### src/hdl/cbm_pkg.sv
// ----------------------------------------------------------------------------
// cbm_pkg: shared types and constants of the cartridge bank mapper
// Holds the item kinds, the CPU register decode, the bank register selects,
// the configuration indexes and the bank clamp function.
// ----------------------------------------------------------------------------
`timescale 1ns / 1ps
`default_nettype none

package cbm_pkg;

    // Kinds of input items.
    localparam logic [2:0] KIND_CPU_WRITE   = 3'd0;
    localparam logic [2:0] KIND_CPU_TICK    = 3'd1;
    localparam logic [2:0] KIND_LINE12      = 3'd2;
    localparam logic [2:0] KIND_CPU_QUERY   = 3'd3;
    localparam logic [2:0] KIND_VIDEO_QUERY = 3'd4;

    // CPU register decode: address bits 15:12 and 0 pick the register.
    localparam logic [15:0] CPU_ADDR_MASK    = 16'hF001;
    localparam logic [15:0] REG_BANK_SELECT  = 16'h8000;
    localparam logic [15:0] REG_BANK_DATA    = 16'h8001;
    localparam logic [15:0] REG_MIRROR       = 16'hA000;
    localparam logic [15:0] REG_IRQ_LATCH    = 16'hC000;
    localparam logic [15:0] REG_IRQ_RELOAD   = 16'hC001;
    localparam logic [15:0] REG_IRQ_DISABLE  = 16'hE000;
    localparam logic [15:0] REG_IRQ_ENABLE   = 16'hE001;

    // Bank register selects written through the bank data register.
    localparam logic [3:0] SEL_CHR_2K_0 = 4'd0;
    localparam logic [3:0] SEL_CHR_2K_1 = 4'd1;
    localparam logic [3:0] SEL_CHR_1K_0 = 4'd2;
    localparam logic [3:0] SEL_CHR_1K_1 = 4'd3;
    localparam logic [3:0] SEL_CHR_1K_2 = 4'd4;
    localparam logic [3:0] SEL_CHR_1K_3 = 4'd5;
    localparam logic [3:0] SEL_PRG_0    = 4'd6;
    localparam logic [3:0] SEL_PRG_1    = 4'd7;
    localparam logic [3:0] SEL_CHR_1K_4 = 4'd8;
    localparam logic [3:0] SEL_CHR_1K_5 = 4'd9;
    localparam logic [3:0] SEL_PRG_2    = 4'd15;

    // Configuration register indexes.
    localparam logic [1:0] CFG_VARIANT       = 2'd0;
    localparam logic [1:0] CFG_PRG_BANK_LAST = 2'd1;
    localparam logic [1:0] CFG_CHR_BANK_LAST = 2'd2;

    // The 8K program slot at 0xE000 always maps the last bank.
    localparam logic [1:0] PRG_SLOT_FIXED = 2'd3;

    // CPU ticks between the counter firing and the IRQ line rising.
    localparam logic [1:0] FIRE_DELAY_CYCLES = 2'd3;

    typedef struct packed {
        logic       variant;
        logic [7:0] prg_bank_last;
        logic [7:0] chr_bank_last;
    } t_cfg;

    typedef struct packed {
        logic [2:0]  kind;
        logic [15:0] address;
        logic [7:0]  data;
    } t_item;

    typedef struct packed {
        logic [7:0][7:0] pattern_regs;
        logic [2:0][7:0] program_regs;
        logic            program_swap;
        logic [1:0]      pattern_mode;
        logic            mirror_horizontal;
        logic [3:0]      nametable_select;
    } t_bank_state;

    // A bank above its limit is masked with the limit.
    function automatic logic [7:0] clamp_bank(input logic [7:0] v, input logic [7:0] limit);
        clamp_bank = (v > limit) ? (v & limit) : v;
    endfunction

endpackage

`default_nettype wire

### src/hdl/cartridge_bank_mapper_with_irq_counter.sv
// ----------------------------------------------------------------------------
// cartridge_bank_mapper_with_irq_counter: console cartridge bank mapper
// Input register, register file, IRQ counter, lookup logic and result
// register for a bank switching cartridge mapper.
// ----------------------------------------------------------------------------
// Usage:
// Each input transaction (i_kind, i_address, i_data) is a CPU register write,
// a CPU cycle tick, a video clock on line 12, a CPU bank query or a video query.
// Every input transaction produces exactly one output transaction carrying
// the mapped bank (zero unless the item is a query), the nametable page and
// the IRQ line as it stands after the item has been applied.
// An item is captured in the input register, then applied to the state and
// looked up into the result register. One item is taken per cycle as long as
// the output is not stalled.
// When the receiver asserts i_out_stall the result register holds; the input
// register keeps absorbing one more item, and o_in_stall rises only when both
// stages are full and the output is stalled.
// The configuration channel (variant, last program bank, last pattern bank)
// is always ready and must be written only while the block is idle.
// Synchronous reset loads the power-on bank registers, vertical mirroring,
// CPU cycle counting mode and an empty pipeline; there is no clearing pass.
// ----------------------------------------------------------------------------
`timescale 1ns / 1ps
`default_nettype none

module cartridge_bank_mapper_with_irq_counter (
    input  wire         i_clk,
    input  wire         i_rst_n,
    // input channel
    input  wire         i_in_valid,
    output logic        o_in_stall,
    input  wire  [2:0]  i_kind,
    input  wire  [15:0] i_address,
    input  wire  [7:0]  i_data,
    // output channel
    output logic        o_out_valid,
    input  wire         i_out_stall,
    output logic [7:0]  o_bank,
    output logic        o_nametable_page,
    output logic        o_irq_line,
    // configuration channel
    input  wire         i_cfg_valid,
    output logic        o_cfg_ready,
    input  wire  [1:0]  i_cfg_index,
    input  wire  [7:0]  i_cfg_data
);

    // Configuration registers.
    cbm_pkg::t_cfg r_cfg;

    // Input register stage.
    logic           r_in_valid;
    cbm_pkg::t_item r_item;

    // Result register stage.
    logic       r_out_valid;
    logic [7:0] r_bank;
    logic       r_page;
    logic       r_irq;

    logic                 w_advance;
    logic                 w_in_accept;
    cbm_pkg::t_bank_state w_state;
    logic [7:0]           w_bank;
    logic                 w_page;
    logic                 w_irq_next;

    // The item in the input register is applied when the result register
    // is free or is being emptied in this cycle.
    assign w_advance   = r_in_valid && (!r_out_valid || !i_out_stall);
    assign o_in_stall  = r_in_valid && !w_advance;
    assign w_in_accept = i_in_valid && !o_in_stall;
    assign o_cfg_ready = 1'b1;

    always_ff @(posedge i_clk) begin
        if (!i_rst_n) begin
            r_cfg.variant       <= 1'b0;
            r_cfg.prg_bank_last <= 8'd15;
            r_cfg.chr_bank_last <= 8'd255;
        end else if (i_cfg_valid && o_cfg_ready) begin
            case (i_cfg_index)
                cbm_pkg::CFG_VARIANT:       r_cfg.variant       <= i_cfg_data[0];
                cbm_pkg::CFG_PRG_BANK_LAST: r_cfg.prg_bank_last <= i_cfg_data;
                cbm_pkg::CFG_CHR_BANK_LAST: r_cfg.chr_bank_last <= i_cfg_data;
                default: begin
                end
            endcase
        end
    end

    always_ff @(posedge i_clk) begin
        if (!i_rst_n) begin
            r_in_valid <= 1'b0;
        end else if (w_in_accept) begin
            r_in_valid <= 1'b1;
        end else if (w_advance) begin
            r_in_valid <= 1'b0;
        end
    end

    always_ff @(posedge i_clk) begin
        if (w_in_accept) begin
            r_item.kind    <= i_kind;
            r_item.address <= i_address;
            r_item.data    <= i_data;
        end
    end

    cbm_regs u_regs (
        .i_clk   (i_clk),
        .i_rst_n (i_rst_n),
        .i_step  (w_advance),
        .i_item  (r_item),
        .i_cfg   (r_cfg),
        .o_state (w_state)
    );

    cbm_irq u_irq (
        .i_clk      (i_clk),
        .i_rst_n    (i_rst_n),
        .i_step     (w_advance),
        .i_item     (r_item),
        .o_irq_next (w_irq_next)
    );

    // The lookup sees the state before this item, as a query does not
    // change it and a write never produces a bank.
    cbm_query u_query (
        .i_item           (r_item),
        .i_cfg            (r_cfg),
        .i_state          (w_state),
        .o_bank           (w_bank),
        .o_nametable_page (w_page)
    );

    always_ff @(posedge i_clk) begin
        if (!i_rst_n) begin
            r_out_valid <= 1'b0;
        end else if (w_advance) begin
            r_out_valid <= 1'b1;
        end else if (!i_out_stall) begin
            r_out_valid <= 1'b0;
        end
    end

    always_ff @(posedge i_clk) begin
        if (w_advance) begin
            r_bank <= w_bank;
            r_page <= w_page;
            r_irq  <= w_irq_next;
        end
    end

    assign o_out_valid      = r_out_valid;
    assign o_bank           = r_bank;
    assign o_nametable_page = r_page;
    assign o_irq_line       = r_irq;

endmodule

`default_nettype wire

### src/hdl/cbm_regs.sv
// ----------------------------------------------------------------------------
// cbm_regs: bank, mode and mirroring registers
// Decodes CPU writes to the bank select, bank data and mirroring registers
// and holds the resulting bank state.
// ----------------------------------------------------------------------------
`timescale 1ns / 1ps
`default_nettype none

module cbm_regs (
    input  wire                 i_clk,
    input  wire                 i_rst_n,
    input  wire                 i_step,
    input  cbm_pkg::t_item      i_item,
    input  cbm_pkg::t_cfg       i_cfg,
    output cbm_pkg::t_bank_state o_state
);

    cbm_pkg::t_bank_state r_state, n_state;
    logic [3:0]           r_select, n_select;
    logic                 w_page;
    logic [7:0]           w_clamp_1k;
    logic [7:0]           w_clamp_prg;

    assign w_page      = ~i_item.data[7];
    assign w_clamp_1k  = cbm_pkg::clamp_bank(i_item.data, i_cfg.chr_bank_last);
    assign w_clamp_prg = cbm_pkg::clamp_bank(i_item.data, i_cfg.prg_bank_last);

    always_comb begin
        n_state  = r_state;
        n_select = r_select;
        if (i_step && (i_item.kind == cbm_pkg::KIND_CPU_WRITE)) begin
            case (i_item.address & cbm_pkg::CPU_ADDR_MASK)
                cbm_pkg::REG_BANK_SELECT: begin
                    n_select             = i_item.data[3:0];
                    n_state.program_swap = i_item.data[6];
                    n_state.pattern_mode = {i_item.data[7], i_item.data[5]};
                end
                cbm_pkg::REG_BANK_DATA: begin
                    case (r_select)
                        cbm_pkg::SEL_CHR_2K_0, cbm_pkg::SEL_CHR_2K_1: begin
                            if (i_cfg.variant && !r_state.pattern_mode[1]) begin
                                n_state.nametable_select[{r_select[0], 1'b0}] = w_page;
                                n_state.nametable_select[{r_select[0], 1'b1}] = w_page;
                            end
                            n_state.pattern_regs[r_select[2:0]] = i_item.data;
                        end
                        cbm_pkg::SEL_CHR_1K_0, cbm_pkg::SEL_CHR_1K_1,
                        cbm_pkg::SEL_CHR_1K_2, cbm_pkg::SEL_CHR_1K_3: begin
                            if (i_cfg.variant && r_state.pattern_mode[1]) begin
                                // Selects 2..5 map onto nametable quarters 0..3.
                                n_state.nametable_select[r_select[1:0] ^ 2'b10] = w_page;
                            end
                            n_state.pattern_regs[r_select[2:0]] = w_clamp_1k;
                        end
                        cbm_pkg::SEL_PRG_0, cbm_pkg::SEL_PRG_1: begin
                            n_state.program_regs[{1'b0, r_select[0]}] = w_clamp_prg;
                        end
                        cbm_pkg::SEL_CHR_1K_4, cbm_pkg::SEL_CHR_1K_5: begin
                            n_state.pattern_regs[{2'b11, r_select[0]}] = w_clamp_1k;
                        end
                        cbm_pkg::SEL_PRG_2: begin
                            n_state.program_regs[2] = w_clamp_prg;
                        end
                        default: begin
                        end
                    endcase
                end
                cbm_pkg::REG_MIRROR: begin
                    if (!i_cfg.variant) begin
                        n_state.mirror_horizontal = i_item.data[0];
                    end
                end
                default: begin
                end
            endcase
        end
    end

    always_ff @(posedge i_clk) begin
        if (!i_rst_n) begin
            for (int i = 0; i < 8; i++) begin
                r_state.pattern_regs[i] <= 8'(i);
            end
            for (int i = 0; i < 3; i++) begin
                r_state.program_regs[i] <= 8'(i);
            end
            r_state.program_swap      <= 1'b0;
            r_state.pattern_mode      <= 2'd0;
            r_state.mirror_horizontal <= 1'b0;
            r_state.nametable_select  <= 4'd0;
            r_select                  <= 4'd0;
        end else begin
            r_state  <= n_state;
            r_select <= n_select;
        end
    end

    assign o_state = r_state;

endmodule

`default_nettype wire

### src/hdl/cbm_irq.sv
// ----------------------------------------------------------------------------
// cbm_irq: IRQ counter
// Scanline or prescaled CPU cycle counter with reload latch, a fire delay
// counted in CPU ticks and the IRQ request flag.
// ----------------------------------------------------------------------------
`timescale 1ns / 1ps
`default_nettype none

module cbm_irq (
    input  wire            i_clk,
    input  wire            i_rst_n,
    input  wire            i_step,
    input  cbm_pkg::t_item i_item,
    output logic           o_irq_next
);

    logic       r_count_cpu, n_count_cpu;
    logic [1:0] r_prescale, n_prescale;
    logic [1:0] r_fire_delay, n_fire_delay;
    logic [7:0] r_count, n_count;
    logic [7:0] r_latch, n_latch;
    logic       r_reload, n_reload;
    logic       r_enabled, n_enabled;
    logic       r_prior_nonzero, n_prior_nonzero;
    logic       r_asserted, n_asserted;

    always_comb begin
        n_count_cpu     = r_count_cpu;
        n_prescale      = r_prescale;
        n_fire_delay    = r_fire_delay;
        n_count         = r_count;
        n_latch         = r_latch;
        n_reload        = r_reload;
        n_enabled       = r_enabled;
        n_prior_nonzero = r_prior_nonzero;
        n_asserted      = r_asserted;
        if (i_step) begin
            case (i_item.kind)
                cbm_pkg::KIND_CPU_WRITE: begin
                    case (i_item.address & cbm_pkg::CPU_ADDR_MASK)
                        cbm_pkg::REG_IRQ_LATCH: begin
                            n_latch = i_item.data;
                        end
                        cbm_pkg::REG_IRQ_RELOAD: begin
                            n_reload = 1'b1;
                            if (i_item.data[0]) begin
                                n_count_cpu = 1'b1;
                                n_prescale  = 2'd0;
                            end else begin
                                n_count_cpu = 1'b0;
                                n_count     = 8'd0;
                            end
                        end
                        cbm_pkg::REG_IRQ_DISABLE: begin
                            n_enabled  = 1'b0;
                            n_asserted = 1'b0;
                        end
                        cbm_pkg::REG_IRQ_ENABLE: begin
                            n_enabled = 1'b1;
                        end
                        default: begin
                        end
                    endcase
                end
                cbm_pkg::KIND_CPU_TICK: begin
                    // A running delay counts down even after a disable.
                    if (r_fire_delay != 2'd0) begin
                        n_fire_delay = r_fire_delay - 2'd1;
                        if (r_fire_delay == 2'd1) begin
                            n_asserted = 1'b1;
                        end
                    end
                    if (r_count_cpu) begin
                        if (r_prescale != 2'd3) begin
                            n_prescale = r_prescale + 2'd1;
                        end else begin
                            n_prescale = 2'd0;
                            if (r_reload) begin
                                n_count  = r_latch + 8'd1;
                                n_reload = 1'b0;
                            end else if (r_count != 8'd0) begin
                                n_count = r_count - 8'd1;
                                if ((r_count == 8'd1) && r_enabled) begin
                                    n_fire_delay = cbm_pkg::FIRE_DELAY_CYCLES;
                                end
                            end else begin
                                n_count = r_latch;
                            end
                        end
                    end
                end
                cbm_pkg::KIND_LINE12: begin
                    if (!r_count_cpu) begin
                        if (r_count == 8'd0) begin
                            n_count = r_latch;
                            if (r_reload) begin
                                n_count         = r_latch + 8'd1;
                                n_prior_nonzero = 1'b0;
                            end
                            if ((n_count == 8'd0) && r_reload) begin
                                n_prior_nonzero = 1'b1;
                            end
                            n_reload = 1'b0;
                        end else begin
                            n_count = r_count - 8'd1;
                        end
                        if ((n_count == 8'd0) && n_prior_nonzero && r_enabled) begin
                            n_fire_delay = cbm_pkg::FIRE_DELAY_CYCLES;
                        end
                        n_prior_nonzero = (n_count != 8'd0);
                    end
                end
                default: begin
                end
            endcase
        end
    end

    always_ff @(posedge i_clk) begin
        if (!i_rst_n) begin
            r_count_cpu     <= 1'b1;
            r_prescale      <= 2'd0;
            r_fire_delay    <= 2'd0;
            r_count         <= 8'd0;
            r_latch         <= 8'd0;
            r_reload        <= 1'b0;
            r_enabled       <= 1'b0;
            r_prior_nonzero <= 1'b0;
            r_asserted      <= 1'b0;
        end else begin
            r_count_cpu     <= n_count_cpu;
            r_prescale      <= n_prescale;
            r_fire_delay    <= n_fire_delay;
            r_count         <= n_count;
            r_latch         <= n_latch;
            r_reload        <= n_reload;
            r_enabled       <= n_enabled;
            r_prior_nonzero <= n_prior_nonzero;
            r_asserted      <= n_asserted;
        end
    end

    assign o_irq_next = n_asserted;

endmodule

`default_nettype wire

### src/hdl/cbm_query.sv
// ----------------------------------------------------------------------------
// cbm_query: bank and nametable lookup
// Maps a CPU address to an 8K program bank and a video address to a 1K
// pattern bank or a nametable page.
// ----------------------------------------------------------------------------
`timescale 1ns / 1ps
`default_nettype none

module cbm_query (
    input  cbm_pkg::t_item       i_item,
    input  cbm_pkg::t_cfg        i_cfg,
    input  cbm_pkg::t_bank_state i_state,
    output logic [7:0]           o_bank,
    output logic                 o_nametable_page
);

    logic [1:0] w_prg_slot;
    logic [7:0] w_prg_bank;
    logic [2:0] w_chr_slot;
    logic [1:0] w_quarter;
    logic [6:0] w_limit_2k;
    logic [6:0] w_half_bank;
    logic [7:0] w_chr_bank;
    logic       w_page;

    assign w_prg_slot = i_item.address[14:13];
    assign w_chr_slot = i_item.address[12:10];
    assign w_quarter  = i_item.address[11:10];

    // Highest 2K bank; unused when the 1K limit is zero.
    assign w_limit_2k  = 7'((i_cfg.chr_bank_last - 8'd1) >> 1);

    always_comb begin
        logic [7:0] v;
        v = {1'b0, i_state.pattern_regs[w_chr_slot[1]][7:1]};
        if (i_cfg.chr_bank_last != 8'd0) begin
            v = cbm_pkg::clamp_bank(v, {1'b0, w_limit_2k});
        end
        w_half_bank = v[6:0];
    end

    always_comb begin
        if (w_prg_slot == cbm_pkg::PRG_SLOT_FIXED) begin
            w_prg_bank = i_cfg.prg_bank_last;
        end else if (i_state.program_swap) begin
            case (w_prg_slot)
                2'd0:    w_prg_bank = i_state.program_regs[2];
                2'd1:    w_prg_bank = i_state.program_regs[0];
                default: w_prg_bank = i_state.program_regs[1];
            endcase
        end else begin
            w_prg_bank = i_state.program_regs[w_prg_slot];
        end
    end

    always_comb begin
        if (w_chr_slot[2] != i_state.pattern_mode[1]) begin
            // The four 1K registers fill the half picked by the inversion bit.
            w_chr_bank = i_state.pattern_regs[{1'b0, w_chr_slot[1:0]} + 3'd2];
        end else if (i_state.pattern_mode[0]) begin
            case (w_chr_slot[1:0])
                2'd0:    w_chr_bank = cbm_pkg::clamp_bank(i_state.pattern_regs[0],
                                                          i_cfg.chr_bank_last);
                2'd1:    w_chr_bank = i_state.pattern_regs[6];
                2'd2:    w_chr_bank = cbm_pkg::clamp_bank(i_state.pattern_regs[1],
                                                          i_cfg.chr_bank_last);
                default: w_chr_bank = i_state.pattern_regs[7];
            endcase
        end else begin
            w_chr_bank = {w_half_bank, w_chr_slot[0]};
        end
    end

    always_comb begin
        if (i_cfg.variant) begin
            w_page = i_state.nametable_select[w_quarter];
        end else if (i_state.mirror_horizontal) begin
            w_page = w_quarter[1];
        end else begin
            w_page = w_quarter[0];
        end
    end

    always_comb begin
        o_bank           = 8'd0;
        o_nametable_page = 1'b0;
        case (i_item.kind)
            cbm_pkg::KIND_CPU_QUERY: begin
                if (i_item.address[15]) begin
                    o_bank = w_prg_bank;
                end
            end
            cbm_pkg::KIND_VIDEO_QUERY: begin
                if (!i_item.address[13]) begin
                    o_bank = w_chr_bank;
                end else begin
                    o_nametable_page = w_page;
                end
            end
            default: begin
            end
        endcase
    end

endmodule

`default_nettype wire

### config.mk
export PLATFORM = sky130hd
export DESIGN_NAME = cartridge_bank_mapper_with_irq_counter
export DESIGN_NICKNAME = d
export VERILOG_FILES = /design/src/hdl/cbm_pkg.sv /design/src/hdl/cartridge_bank_mapper_with_irq_counter.sv /design/src/hdl/cbm_regs.sv /design/src/hdl/cbm_irq.sv /design/src/hdl/cbm_query.sv
export SDC_FILE = /design/constraint.sdc
export NUM_CORES = 1
export LEC_CHECK = 0
export ABC_CLOCK_PERIOD_IN_PS = 9300
export BUFFER_PORTS_ARGS = -buffer_cell sky130_fd_sc_hd__buf_2
export CORE_MARGIN = 3
export CORE_UTILIZATION = 40
export CTS_CLUSTER_SIZE = 12
export DETAILED_ROUTE_END_ITERATION = 7
export SLEW_MARGIN = 10
export SYNTH_ARGS = -nofsm -noshare
export SYNTH_HDL_FRONTEND = slang
export SYNTH_SLANG_ARGS = --single-unit
### constraint.sdc
create_clock -name i_clk -period 9.3 [get_ports i_clk]
set_clock_uncertainty 0.15 [all_clocks]
set_input_delay 0.465 -clock i_clk [delete_from_list [all_inputs] [get_ports i_clk]]
set_output_delay 0.465 -clock i_clk [all_outputs]
set_load 0.005 [all_outputs]
Word-level counts from Yosys, hierarchy flattened
Index checks and enable logic that the tools add are counted.

word-level totals
  bits in read-only memories = 0
  word-level logic and storage cells = 281
  input port bits = 42
  bits in writable memories = 0
  register bits = 181
  memories = 0
  output and inout bits = 13
  bits in latches = 0

cells by class
  equal/unequal tests = 42
  shift-type cells = 0
  muxes and demuxes = 103
  add/sub/neg operators = 6
  $lt $le $gt $ge = 21
  multipliers = 0
  bitwise operators = 9
  reduce and logical (&&, ||, !) cells = 64
  divide/modulo/power cells = 0

operators by type and width
  kind                                                 count
  two-way mux 8 bit                                    33
  bitwise mux 64 bit                                   3
  one-hot mux 64 bit (3 select lines)                  1
  one-hot mux 8 bit (2 select lines)                   3
  one-hot mux 8 bit (3 select lines)                   2
  equality test 5 bit, second input constant           7
  AND 8 bit                                            4
  greater-than comparator 8 bit                        4
  two-way mux 1 bit                                    26
  binary-select mux 8 bit (select 3 bit)               1
  bitwise mux 24 bit                                   1
  demux 8 bit (select 3 bit)                           1
  zero test 8 bit                                      3
  two-way mux 2 bit                                    12
  AND reduction 3 bit                                  8
  nonzero test 8 bit                                   3
  binary-select mux 8 bit (select 2 bit)               1
  demux 8 bit (select 1 bit)                           2
  equality test 4 x 3 -> 1 bit, second input constant  4
  logical AND 1 bit                                    16
  subtractor 8 x 1 -> 8 bit, second input constant     2
  < comparator 2 x 3 -> 1 bit, second input constant   5
  two-way mux 7 bit                                    2
  != test 2 x 1 -> 1 bit, second input constant        7
  46 further kinds                                     94

Depth between registers and ports, before layout
Gate-level depths: netlist of run 1.

  depth in word-level cells = 18
  depth in mapped cells = 13
  mapped depth without buffers = 13

By module
Synthesis of run 1 repeated with hierarchy kept, for this count alone.

second synthesis, totals
  cells, all modules = 1,276
  area, all modules = 11,634.9 um^2

modules (own cells, without submodules)
  module                                  area each (um^2)  seq. area each (um^2)  cells an instance  times used
  cbm_regs                                4,919.7           2,001.9                561                1
  cbm_query                               2,800.2           0.0                    344                1
  cbm_irq                                 1,979.4           500.5                  250                1
  cartridge_bank_mapper_with_irq_counter  1,935.6           1,491.4                121                1

Worst setup path before layout of run 1
OpenSTA, ideal clock, no wires.

  path kind = register to register
  start = register r_cfg[0] in the netlist's numbering
  end = register r_bank[1], in the netlist o_bank[1], data pin
  period minus slack after synthesis = 3,215 ps
  data required time = 8,887 ps
  setup slack = 6,085 ps
  arrival time = 2,802 ps
  path buffers = 0
  setup time = 263 ps
  cell stages (with the launch flop) = 14
  path through = dfxtp_1 > inv_1 > ha_1 > and3_1 > xnor2_1 > inv_1 > ha_1 > nor2b_1 > o21a_1 > a2111o_1 > nand2_1 > mux2_2 > o211ai_1 > o21ai_0

on the way
  cells in the longest elaborated chain, start to end = 8
  elaborated cells on any way between the ends = 15
  those cells by class = add/sub: 1; order compare: 3; mux: 9; bitwise: 1; reduce/logical: 1

ends and longest elaborated chain
  element                                                            RTL line                                       RTL
  from (decl)                                                        cartridge_bank_mapper_with_irq_counter.sv:49   cbm_pkg::t_cfg r_cfg;
  subtractor 8 x 1 -> 8 bit                                          cbm_query.sv:31                                assign w_limit_2k = 7'((i_cfg.chr_bank_last - 8'd1) >> 1);
  greater-than comparator 7 bit / AND 7 bit (equally long branches)  cbm_pkg.sv:75                                  clamp_bank = (v > limit) ? (v & limit) : v;
  two-way mux 7 bit                                                  cbm_pkg.sv:75
  two-way mux 7 bit                                                  cbm_query.sv:36                                if (i_cfg.chr_bank_last != 8'd0) begin
  two-way mux 8 bit *                                                cbm_query.sv:60                                end else if (i_state.pattern_mode[0]) begin
  two-way mux 8 bit *                                                cbm_query.sv:57                                if (w_chr_slot[2] != i_state.pattern_mode[1]) begin
  two-way mux 8 bit *                                                cbm_query.sv:94                                if (!i_item.address[13]) begin
  one-hot mux 8 bit (2 select lines) *                               cbm_query.sv:87                                case (i_item.kind)
  to (signal assigned)                                               cartridge_bank_mapper_with_irq_counter.sv:148  r_bank <= w_bank;
  to (decl)                                                          cartridge_bank_mapper_with_irq_counter.sv:57   logic [7:0] r_bank;

Mark *: on every way between the ends. The rest lies on a longest branch, timed or not.
A chain may end at the register's enable or synchronous reset.

Worst setup path in the final report of run 1
Same ends and word-level chain as after synthesis.

==> results by group, run 1 <==
Min path
  – Min-delay src: i_address[11]
  – Worst Hold Endpoint: r_item[19]
  – Hold Path Class: in2reg
  – Number of stages on the worst hold path: 1

STA
  – Rel. slew slack: 0.2729
  – Final worst-path cycle share: 0.4241
  – Min Tclk post-route: 3.944 ns
  – Final WS setup: 5.356 ns
  – Fmax: 253.5 MHz
  – Final setup fails: 0
  – Final hold viol count: 0
  – Worst slew pin tran: 1.085 ns
  – Post-route setup TNS: 0 ns
  – Unrepaired setup endpoints after global routing: no
  – Slew Viols, Final: 0

Synth
  – Cells after Synth: 1160
  – Area contributors post-synth: dfxtp_1 28%, ha_1 10%, edfxtp_1 8.0%
  – Main combinational cell family by area after synthesis: compound AO/OA/AOI/OAI gates
  – Simple-gate share of the synthesized area: 0.1716
  – Post-synth top flop: dfxtp_1
  – Sequential element share of the synthesized area: 0.3562
  – Synth Register Bits: approximately 170
  – Unique cell type count in the Yosys netlist: 79
  – Mux contribution to synthesized area: 0.1027
  – Synth Area in Adders: 0.1017
  – Yosys top cell area share: 0.2757
  – Mapped Nets: 1287
  – Leading area contributor after synthesis: dfxtp_1
  – Mapped Area: 10460 µm²
  – Post-synthesis xor/xnor area fraction: 0.01592
  – Syn_area_per_cell: 9.013 µm²
  – Synth Area in Compound Gates: 0.2076
  – Ys async rst share: 0
  – Yosys synthesis warning count: 0
  – EDFF count, synth: 28

Critical path
  – R2r endpoint: o_bank[1]
  – Endpoint type of the worst setup path: flop
  – Worst Path Arrival: around 3.9 ns
  – Critical path class: reg2reg
  – Setup slack, reg-to-reg: 5.36 ns
  – RR Startpoint: r_cfg[0]
  – CP max FO: 8
  – R2R cell count: 12
  – Critical Path RT: 9.29 ns
  – Worst setup SP type: flop

Global route
  – Total global-route track usage: 0.2025
  – First-pass GRT wire length: between 40000 and 50000 µm
  – Vias in the first global route: 8322
  – Grt ovf: 0
  – Initial antenna violation count: 0
  – Largest net degree at the start of global routing: 86

Finish
  – N_diodes: 0
  – Nets@finish: 1289
  – Final Util: 0.4518
  – Most frequent cells in the layout: 144 x dfxtp_1, 119 x o21ai_0, 85 x ha_1
  – Share of cells above drive strength 1: 0.1268
  – Area Overhead vs Synth: 9.765%
  – Fillers: 2495
  – Commonest non-fill, non-tap cell in the layout: dfxtp_1

Detailed routing
  – Initial DRC Count: approximately 590
  – Post-DR wirelength/cell: around 19 µm
  – Via count: 8613
  – DR pass1 iterations: 5
  – Post-detailed-route DRC marker count: 0
  – Antenna Nets Post-Route: 0
  – WL final: 28470 µm
  – Vias per inst: 5.723

Clock network
  – TritonCTS Sinks: roughly 170
  – CTS tree: built
  – CTS resizes: 0
  – CTS Root Cell: clkbuf_16
  – Worst-Skew Late Latency: 0.44 ns
  – Inserted Clock Buffers: 17
  – # hold bufs at CTS: 0
  – CTS max path bufs: 2
  – Clk slew on worst S/H paths: ~0.07 ns
  – H-Tree Level Count: 4
  – Post-CTS setup buffers: 0

Floorplanning
  – Initial Utilization: 0.4116
  – IO Count: 55
  – Die Span Y: around 170 µm
  – Core area: 25400 µm²
  – Die Wd: approximately 170 µm
  – Total die area: 28110 µm²
  – Rows: 58

Power
  – VDD IR-drop max: 0.09013 mV
  – Pleak: 4.548 nW
  – PD cells: around 150 nW/µm²

Status
  – Outcome: finished, final reports clean

Place
  – Setup WS pre-CTS: roughly 5.4 ns
  – Number of I/O port buffers: 44
  – Final GP Congestion: 0.8622
  – Post-DP HPWL: 19630 µm

Flow run
  – Max cap viols: 0
## Yosys cell counts (7+ instances only)
| cell type | n |
|---|---|
| o211ai_1 | 16 |
| ha_1 | 85 |
| mux2i_1 | 60 |
| o21a_1 | 7 |
| mux4_2 | 9 |
| a31oi_1 | 36 |
| nand3b_1 | 8 |
| mux2_2 | 24 |
| nor3b_1 | 14 |
| nand3_1 | 40 |
| nor2_1 | 54 |
| o21ai_0 | 119 |
| a21boi_0 | 11 |
| xnor2_1 | 12 |
| dfxtp_1 | 144 |
| edfxtp_1 | 28 |
| a22oi_1 | 9 |
| nand4_1 | 11 |
| inv_1 | 40 |
| a211oi_1 | 15 |
| xor2_1 | 7 |
| nor3_1 | 17 |
| buf_2 | 13 |
| nor2b_1 | 49 |
| a21oi_1 | 73 |
| nand2_1 | 83 |
| a21o_1 | 7 |
| clkbuf_1 | 50 |
## metrics by stage
| step | power [mW] | instances | hold slack [ns] | cell area (µm²) |
|---|---|---|---|---|
| after floorplan | 0.9037 | 1160 | 0.2902 | 10460 |
| after global placement | 0.9555 | 1473 | 0.3056 | 10870 |
| after detailed placement | 0.9571 | 1473 | 0.3115 | 10870 |
| after CTS | 1.715 | 1505 | 0.03819 | 11480 |
| after global routing | 1.767 | 1505 | 0.03681 | 11480 |
| final | 1.704 | 1505 | 0.05345 | 11480 |
## sequential cells by signal (all words and copies together) (netlist names), 2 cells and up
signal,cells
o_bank,8
r_cfg,17
r_item,18
u_irq.r_count,8
u_irq.r_fire_delay,2
u_irq.r_latch,8
u_irq.r_prescale,2
u_regs.o_state,96
u_regs.r_select,4
## logic make-up (layout without fill, tap and decap cells)
family / after synthesis / after routing
buffers and inverters: 111 / 126
muxes: 93 / 93
xor gates and xnor gates: 19 / 19
and+or+nand+nor: 330 / 330
AOI/OAI and AO/OA: 349 / 349
DFF: 172 / 172
adders and majority gates: 85 / 85
other: 1 / 1
## area by class of cell
class | count | area (µm²) | share of cell area
multi-input cells | 877 | 6281 | 0.5473
flip-flops and latches | 172 | 3724 | 0.3245
clock inverters | 15 | 185.2 | 0.01614
clock buffers | 17 | 425.4 | 0.03707
repair buffers | 54 | 297.8 | 0.02595
well taps | 330 | 412.9 | 0.03598
inverters | 40 | 150.1 | 0.01308
## critical path, cell delays in order (launching register included)
cell and delay, ns:
dfxtp_1 0.57, inv_1 0.21, ha_1 0.29, and3_1 0.20, xnor2_1 0.28, ha_1 0.30
nor4_1 0.36, and3_1 0.22, a41oi_1 0.05, nand2_1 0.30, mux2_2 0.39, o211ai_1 0.15
o21ai_0 0.19
## power breakdown
group	switching (mW)	leakage [nW]	internal [mW]
logic	0.0978	2.82	0.0548
registers	0.0211	1.43	0.767
clock network	0.334	0.295	0.429
## metal layers
layer	part of all wire	global-route usage	vias up
met2	0.47	0.3260	167
met5	0	0	-
met3	0.035	0.02927	36
met4	0.018	0.06154	0
li1	-	-	4255
met1	0.48	0.2824	4155
## worst max-delay path by stage
stage	startpoint	end	cells after the start
5_1_grt	r_cfg[0]	o_bank[1]	12
2_1_floorplan	r_cfg[0]	o_bank[1]	13
4_1_cts	r_cfg[0]	o_bank[1]	12
6_report	r_cfg[0]	o_bank[1]	12
3_3_place_gp	r_cfg[0]	o_bank[1]	12
3_5_place_dp	r_cfg[0]	o_bank[1]	12
(Power assumes the default switching activity.)
==> run 2: changes to the inputs <==
--- a/config.mk
+++ b/config.mk
@@ -5,7 +5,7 @@
 export SDC_FILE = /design/constraint.sdc
 export NUM_CORES = 1
 export LEC_CHECK = 0
-export ABC_CLOCK_PERIOD_IN_PS = 9300
+export ABC_CLOCK_PERIOD_IN_PS = 4100
 export BUFFER_PORTS_ARGS = -buffer_cell sky130_fd_sc_hd__buf_2
 export CORE_MARGIN = 3
 export CORE_UTILIZATION = 40
==> constraint.sdc (replaced) <==
create_clock -name i_clk -period 4.1 [get_ports i_clk]
set_clock_uncertainty 0.15 [all_clocks]
set_input_delay 0.205 -clock i_clk [delete_from_list [all_inputs] [get_ports i_clk]]
set_output_delay 0.205 -clock i_clk [all_outputs]
set_load 0.005 [all_outputs]
==> run 2 against run 1 <==
Cell area is 3.6% higher. Die area is the same. Critical path depth unchanged. Flip-flop and latch count unchanged. Clock-buffer cell count increased by 2. Power increased by 130%. Clock power increased by 120%. First-iteration DRC count shrank 7.6%. Critical path type unchanged. Critical endpoint unchanged.
==> results by group, run 2 (synthesis gave the netlist of run 1 again) <==
Finish
  – Most frequent cells in the layout: 144 x dfxtp_1, 119 x o21ai_0, 85 x ha_1
  – Finished Layout Cells: 1553
  – Design area: around 12000 µm²
  – Commonest non-fill, non-tap cell in the layout: dfxtp_1
  – Share of cells above drive strength 1: 0.1375
  – Nets@finish: 1336
  – Final Util: 0.4683
  – Area Overhead vs Synth: 13.76%
  – Largest register FFs: between 90 and 100

Clock network
  – Inserted Clock Buffers: 17
  – CTS max path bufs: 2
  – CTS resizes: 0
  – CTS Root Cell: clkbuf_16
  – Worst-Skew Late Latency: 0.44 ns
  – Clk slew on worst S/H paths: 0.07 ns
  – TritonCTS Sinks: 172
  – CTS tree: built
  – H-Tree Level Count: 4

Global route
  – First-pass GRT wire length: 46950 µm
  – Initial antenna violation count: 2
  – Grt ovf: 0
  – Total global-route track usage: 0.2099
  – Vias in the first global route: 8400
  – Largest net degree at the start of global routing: 103

STA
  – Fmax: 268.6 MHz
  – Final WS setup: between 0.3 and 0.4 ns
  – Final setup fails: 0
  – Final hold viol count: 0
  – Slew Viols, Final: 0
  – Post-route setup TNS: 0 ns
  – Rel. slew slack: 0.3012
  – Unrepaired setup endpoints after global routing: no
  – Final worst-path cycle share: 0.9081
  – Min Tclk post-route: between 3 and 4 ns
  – Worst slew pin tran: between 1 and 1.5 ns

Place
  – Number of I/O port buffers: 44
  – Post-DP HPWL: 20870 µm
  – Placed Cells: 1492
  – Final GP Congestion: between 0.8 and 0.9
  – Placed inst area: 11010 µm²
  – Setup WS pre-CTS: 0.4250 ns

Detailed routing
  – WL final: 29680 µm
  – Post-DR wirelength/cell: 19.11 µm
  – Vias per inst: roughly 5.7
  – Via count: 8878
  – DR pass1 iterations: 6
  – Initial DRC Count: 548
  – Post-detailed-route DRC marker count: 0
  – Antenna Nets Post-Route: 0

Min path
  – Hold Path Class: in2reg

Critical path
  – Endpoint type of the worst setup path: flop
  – Critical Path RT: 4.12 ns
  – CP max FO: 8
  – Worst setup SP type: flop
  – Critical path class: reg2reg
  – Worst Path Arrival: 3.75 ns

Status
  – Outcome: finished, final reports clean

Floorplanning
  – Rows: 58
  – Core area: 25400 µm²
  – Die Wd: about 170 µm
  – Total die area: 28110 µm²
  – Initial Utilization: 0.4116
  – IO Count: 55
  – Die Span Y: between 150 and 200 µm

Power
  – Pleak: approximately 4.8 nW
  – VDD IR-drop max: roughly 0.23 mV
  – PD cells: 322.4 nW/µm²

Flow run
  – Max cap viols: 0
-- run 2: final cells by class --
type,count,area [µm²]
fill,2461,13510
multi-input combinational,877,6281
sequential,172,3724
timing repair buffer,101,720.7
clock buffer,19,464.2
tap,330,412.9
inverter,40,150.1
clock inverter,13,138.9
antenna,1,2.502
-- run 2: stage by stage --
stage | hold slack (ns) | power, mW
6_report | 0.01769 | 3.835
4_1_cts | 0.001983 | 3.859
2_1_floorplan | 0.1539 | 2.050
3_5_place_dp | 0.2337 | 2.183
3_3_place_gp | 0.2311 | 2.182
5_1_grt | 0.02704 | 3.981
-- run 2: critical path, cell delays in order (launching register included) --
cell and delay [ns]:
dfxtp_1 0.52, inv_1 0.18, ha_1 0.28, and3_1 0.21
xnor2_1 0.26, ha_1 0.29, nor4_1 0.37, and3_1 0.22
a41oi_1 0.06, nand2_1 0.29, mux2_2 0.39, o211ai_1 0.15
o21ai_0 0.11
-- run 2: path summary, 6_finish.rpt --
check | from | end | slack, ns | depth (start not counted)
min | i_cfg_index[0] | r_cfg[16] | 0.02 | 4
max reg2reg | r_cfg[0] | o_bank[1] | 0.38 | 12
max | r_cfg[0] | o_bank[1] | 0.38 | 12
min reg2reg | u_irq.r_fire_delay[1] | u_irq.r_fire_delay[1] | 0.32 | 2
-- run 2: where the power goes --
group / internal, mW / switching (mW) / leakage [nW] / total, mW
Clock: 0.869 / 0.798 / 0.299 / 1.67
Combinational: 0.149 / 0.235 / 3.04 / 0.384
Sequential: 1.74 / 0.0438 / 1.43 / 1.78
Total: 2.76 / 1.08 / 4.77 / 3.83
-- run 2: layer usage --
metal,global-route usage,up-vias,part of all wire
li1,-,4342,-
met3,0.03541,36,0.045
met5,0,-,0.00044
met4,0.05905,2,0.017
met1,0.2919,4289,0.47
met2,0.3378,209,0.47
-- run 2: what timing repair did --
action                                 CTS  global route
hold buffers                            28             0
setup buffers                            0             0
endpoints found under the hold margin   37             0
